<file path="src/design/apfc_pkg.sv">
// ----------------------------------------------------------------------------
// apfc_pkg
// Shared types and saturation helper for the allpass filter chain.
// ----------------------------------------------------------------------------
package apfc_pkg;

    // Section state and in-chain sample width
    localparam int STATE_BITS = 32;
    // Rounded k*v term: coefficient (frac+2 bits) times state, less frac bits
    localparam int RND_BITS   = STATE_BITS + 2;
    // Sum of a state-width word and a rounded product term
    localparam int SUM_BITS   = RND_BITS + 1;

    typedef logic signed [STATE_BITS-1:0] t_state;
    typedef logic signed [RND_BITS-1:0]   t_rnd;
    typedef logic signed [SUM_BITS-1:0]   t_sum;

    // Word handed from one section to the next
    typedef struct packed {
        logic   valid;
        t_state data;
    } t_link;

    // Clamp a widened sum to the signed state range
    function automatic t_state sat_state(input t_sum v);
        logic [SUM_BITS-STATE_BITS:0] head;
        t_state                       res;
        head = v[SUM_BITS-1:STATE_BITS-1];
        if ((&head) || !(|head)) begin
            res = v[STATE_BITS-1:0];
        end else if (v[SUM_BITS-1]) begin
            res = {1'b1, {(STATE_BITS-1){1'b0}}};
        end else begin
            res = {1'b0, {(STATE_BITS-1){1'b1}}};
        end
        return res;
    endfunction

endpackage

</file>
<file path="src/design/apfc_cell.sv">
// ----------------------------------------------------------------------------
// apfc_cell
// One first-order allpass section: holds its state word, forms and registers u,
// then forms and registers y from it and hands y to the next section.
// ----------------------------------------------------------------------------
module apfc_cell #(
    parameter int COEF_FRAC_BITS = 16
) (
    input  logic                            i_clk,
    input  logic                            i_rst_n,
    input  logic signed [COEF_FRAC_BITS+1:0] i_coef,
    input  apfc_pkg::t_link                 i_link,
    output apfc_pkg::t_link                 o_link
);
    import apfc_pkg::*;

    localparam int PROD_BITS = COEF_FRAC_BITS + 2 + STATE_BITS;
    localparam logic signed [PROD_BITS-1:0] C_RND =
        {{(PROD_BITS-1){1'b0}}, 1'b1} << (COEF_FRAC_BITS - 1);

    t_state r_state;
    t_state r_u;
    t_state r_s_old;
    logic   r_u_valid;
    t_state r_y;
    logic   r_y_valid;

    logic signed [PROD_BITS-1:0] w_p1;
    logic signed [PROD_BITS-1:0] w_p2;
    t_rnd                        w_q1;
    t_rnd                        w_q2;
    t_state                      n_u;
    t_state                      n_y;

    // First half: u = x + round(k*s)
    assign w_p1 = PROD_BITS'(i_coef) * PROD_BITS'(r_state);
    assign w_q1 = t_rnd'((w_p1 + C_RND) >>> COEF_FRAC_BITS);
    assign n_u  = sat_state(t_sum'(i_link.data) + t_sum'(w_q1));

    // Second half: y = s - round(k*u)
    assign w_p2 = PROD_BITS'(i_coef) * PROD_BITS'(r_u);
    assign w_q2 = t_rnd'((w_p2 + C_RND) >>> COEF_FRAC_BITS);
    assign n_y  = sat_state(t_sum'(r_s_old) - t_sum'(w_q2));

    always_ff @(posedge i_clk) begin
        if (!i_rst_n) begin
            r_state   <= '0;
            r_u_valid <= 1'b0;
            r_y_valid <= 1'b0;
        end else begin
            r_u_valid <= i_link.valid;
            r_y_valid <= r_u_valid;
            if (i_link.valid) begin
                r_state <= n_u;
            end
        end
    end

    always_ff @(posedge i_clk) begin
        if (i_link.valid) begin
            r_u     <= n_u;
            r_s_old <= r_state;
        end
        if (r_u_valid) begin
            r_y <= n_y;
        end
    end

    assign o_link.valid = r_y_valid;
    assign o_link.data  = r_y;

endmodule

</file>
<file path="config.mk">
export PLATFORM = sky130hd
export DESIGN_NAME = apfc_cell
export DESIGN_NICKNAME = d
export VERILOG_FILES = /design/src/design/apfc_pkg.sv /design/src/design/apfc_cell.sv
export SDC_FILE = /design/constraint.sdc
export NUM_CORES = 2
export LEC_CHECK = 0
export BUFFER_PORTS_ARGS = -buffer_cell sky130_fd_sc_hd__buf_2
export CAP_MARGIN = 15
export CORE_MARGIN = 8
export CORE_UTILIZATION = 30
export CTS_CLUSTER_DIAMETER = 30
export DETAILED_ROUTE_END_ITERATION = 7
export MAX_ROUTING_LAYER = met4
export PLACE_DENSITY_LB_ADDON = 0.3
export SKIP_LAST_GASP = 1
export SLEW_MARGIN = 25
export SYNTH_ARGS = -nofsm -noshare
export SYNTH_HDL_FRONTEND = slang
export SYNTH_SLANG_ARGS = --single-unit
export TNS_END_PERCENT = 20
</file>
<file path="constraint.sdc">
create_clock -name i_clk -period 13.8 [get_ports i_clk]
set_input_delay 2.76 -clock i_clk [delete_from_list [all_inputs] [get_ports i_clk]]
set_output_delay 2.76 -clock i_clk [all_outputs]
set_load 0.005 [all_outputs]
</file>
==> summary.json <==
{
  "die_width_um": 410.2,
  "tritoncts_num_sinks": 130,
  "avgSynthCellArea_um2": 9.036,
  "hold_viol_final": 0,
  "synthArstFlopShare_pct": 0,
  "io_buffer_count": 85,
  "syn_area_um2": 46610,
  "tritoncts_clock_tree": "done",
  "synthesis.instances": 5158,
  "cell_rows": 144,
  "drcViolationCount": 0,
  "groute.usage.overall_pct": 16.79,
  "cts_root_buffer": "clkbuf_16",
  "worstSetupPathType": "primary input to flip-flop",
  "yosys_warnings": 0,
  "cp_data_required_time_ns": 14.22,
  "rsz0062_at_grt": "false",
  "critical_path.endpoint_type": "flip-flop",
  "core_area_um2": 154200,
  "vertical_die_dimension_um": 410.2,
  "outcome": "finished clean",
  "synth-edff-count": 96,
  "critical-path-max-stage-delay_ns": 0.62,
  "routed_wl_mm": 132.7,
  "via_count_of_the_first_global_routing_pass": 37330,
  "final_cell_area_um2": 49980,
  "ios": 86,
  "count_of_nets_after_finishing": 6556,
  "timing.final.setup_violations": 0,
  "fmax_mhz": 76.74,
  "max_cap_viol_count": 0,
  "clock-skew-final_ns": 0.01485,
  "worst_skew_pair.late_latency_ns": 0.48,
  "xor_xnor_cell_area_share_of_the_yosys_netlist_pct": 2.480,
  "final.min_clock_period_ns": 13.03,
  "slew_viol_final": 0,
  "post-route-period-util_pct": 94.43,
  "total_overflow_reported_by_the_global_router": 0,
  "synthSimpleGateAreaFrac_pct": 15.45,
  "worst_setup_start_kind": "primary input",
  "initial_utilization_pct": 30.22,
  "route.vias.total": 33310,
  "placed_cell_area_um2": 49350,
  "buffer_depth_of_the_longest_clock_path": 2,
  "ant_nets": 0,
  "grt_max_degree": 81,
  "worst-endpoint-arrival_ns": 13.45,
  "synth_fp_nets": 6617,
  "wire_length_of_the_first_global_routing_pass_mm": 215.8,
  "routabilityCongestion": 0.8741,
  "area.growth.synth_to_final_pct": 7.226,
  "synthDistinctLibCells": 75,
  "worst_setup_hold_path_clk_slew_ns": 0.06,
  "synth-adder-area-share_pct": 55.59,
  "dr.first_iter.drc_count": 1890,
  "antenna_found_initial": 13,
  "cts_repair_resize_count": 0,
  "most_frequent_cells_in_the_layout": "inv_1 (1,298), fa_1 (1,108), nand2_1 (789), and2_1 (406), ha_1 (298)",
  "design.die.area_um2": 168200,
  "ys_ff_latch": 130,
  "hold_class": "flip-flop to flip-flop",
  "rrSetupSlack_ns": 2.92,
  "post_synth_mux_area_share_pct": 0.09664,
  "crit_slowest_cell": "buf_2",
  "dominant_combinational_cell_family_by_area_after_synthesis": "adder cells",
  "critical-path-top-cell-by-count": "fa_1",
  "timing.setup.tns_ns": 0,
  "postSynth.topFlopCell": "edfxtp_1",
  "most_common_cell_after_layout_fill_and_taps_aside": "inv_1",
  "ctsHtreeMaxLevel": 4,
  "drt-wirelength-per-cell_um": 18.53,
  "synth-compound-area-share_pct": 6.088,
  "cts_hold_buf": 0,
  "seq_area_frac_synth_pct": 7.645,
  "tightest_slew_ns": 1.105,
  "hpwl_mm": 107.9,
  "post_drt_via_cell_ratio": 4.651,
  "timing.critical_path.fanout_max": 40,
  "cts-buffers-inserted": 17,
  "post_route_cells_drive_above_1_share_pct": 5.460,
  "post_cts_buffers": 0,
  "worst_slew_margin_rel_pct": 26.36,
  "detailedRoute.firstPassIterationCount": 6
}
==> flip-flops by register name, indices dropped and copies added (netlist names) <==
register / count
r_u: 32
r_state: 32
r_y: 32
r_u_valid: 1
r_s_old: 32
r_y_valid: 1
==> synthesized netlist by cell type (8+ instances only) <==
| cell | number | area (µm²) |
|---|---|---|
| inv_1 | 1299 | 4876 |
| fa_1 | 1108 | 22180 |
| nand2_1 | 789 | 2962 |
| and2_1 | 406 | 2540 |
| ha_1 | 298 | 3729 |
| clkbuf_1 | 244 | 915.9 |
| a21oi_1 | 126 | 630.6 |
| nor2_1 | 105 | 394.1 |
| edfxtp_1 | 96 | 2883 |
| xnor2_1 | 89 | 779.5 |
| o21ai_0 | 84 | 420.4 |
| a21o_1 | 79 | 593.1 |
| xor2_1 | 43 | 376.6 |
| dfxtp_1 | 34 | 680.7 |
| nand2b_1 | 33 | 206.5 |
| nand3_1 | 32 | 160.2 |
| o21a_1 | 22 | 165.2 |
| a21oi_2 | 21 | 183.9 |
| nand2_4 | 20 | 225.2 |
| nor3_1 | 20 | 100.1 |
| nor2b_1 | 17 | 106.4 |
| o21bai_1 | 17 | 127.6 |
| nand4_1 | 15 | 93.84 |
| a211oi_1 | 11 | 82.58 |
| a31oi_1 | 11 | 68.82 |
| and3_1 | 10 | 62.56 |
| o21ai_1 | 8 | 40.04 |
| or2_2 | 8 | 50.05 |
==> path summary, 6_finish.rpt <==
path,endpoint,from,cells past startpoint
setup / recovery,r_state[11],i_coef[2],38
hold / removal,r_state[8],r_state[8],1
setup reg to reg,r_y[3],r_u[15],32
hold reg to reg,r_state[8],r_state[8],1
==> per-layer routing <==
layer / vias up / wire, µm / global-route usage, %
met5: - / 0 / -
met4: 0 / 3323 / 4.203
met3: 167 / 7011 / 2.526
met2: 799 / 63050 / 27.53
met1: 17400 / 59310 / 21.89
li1: 14940 / - / -
==> worst max-delay path: cells and delay by family <==
family,cells,cell delay [ns]
compound gates,16,3.75
xor+xnor,1,0.17
simple gates,5,1.47
fa+ha+maj,8,3.54
buf+inv,8,1.67
==> through the flow <==
step           setup slack [ns]  utilization (%)  instances  hold WS, ns
2_1_floorplan             1.909                -       5158       0.4064
3_3_place_gp             0.4054            32.00       7120       0.4619
3_5_place_dp             0.3158            32.00       7120       0.4766
4_1_cts                  0.7631            32.36       7152       0.4914
5_1_grt                 0.04435            32.40       7160       0.5215
6_report                 0.7683            32.41       7161       0.4892
==> kinds of logic after synthesis <==
logic type / Yosys count
buffers and inverters: 1559
adder cells (fa/ha/maj): 1406
flip-flops: 130
multiplexers: 3
AND/OR/NAND/NOR: 1492
AO/OA/AOI/OAI: 436
XOR/XNOR: 132
==> cell type report <==
class | count | area (µm²)
Tap cell | 2044 | 2557
Timing Repair Buffer | 178 | 1216
Clock inverter | 14 | 131.4
Antenna cell | 7 | 17.52
Sequential cell | 130 | 3568
Fill cell | 16250 | 104300
Inverter | 1301 | 4883
Multi-Input combinational cell | 3469 | 37170
Clock buffer | 18 | 429.2
Power is left out: the tool's default activity adds up to more than one toggle a clock period on the data nets, which glitch-free logic cannot reach.
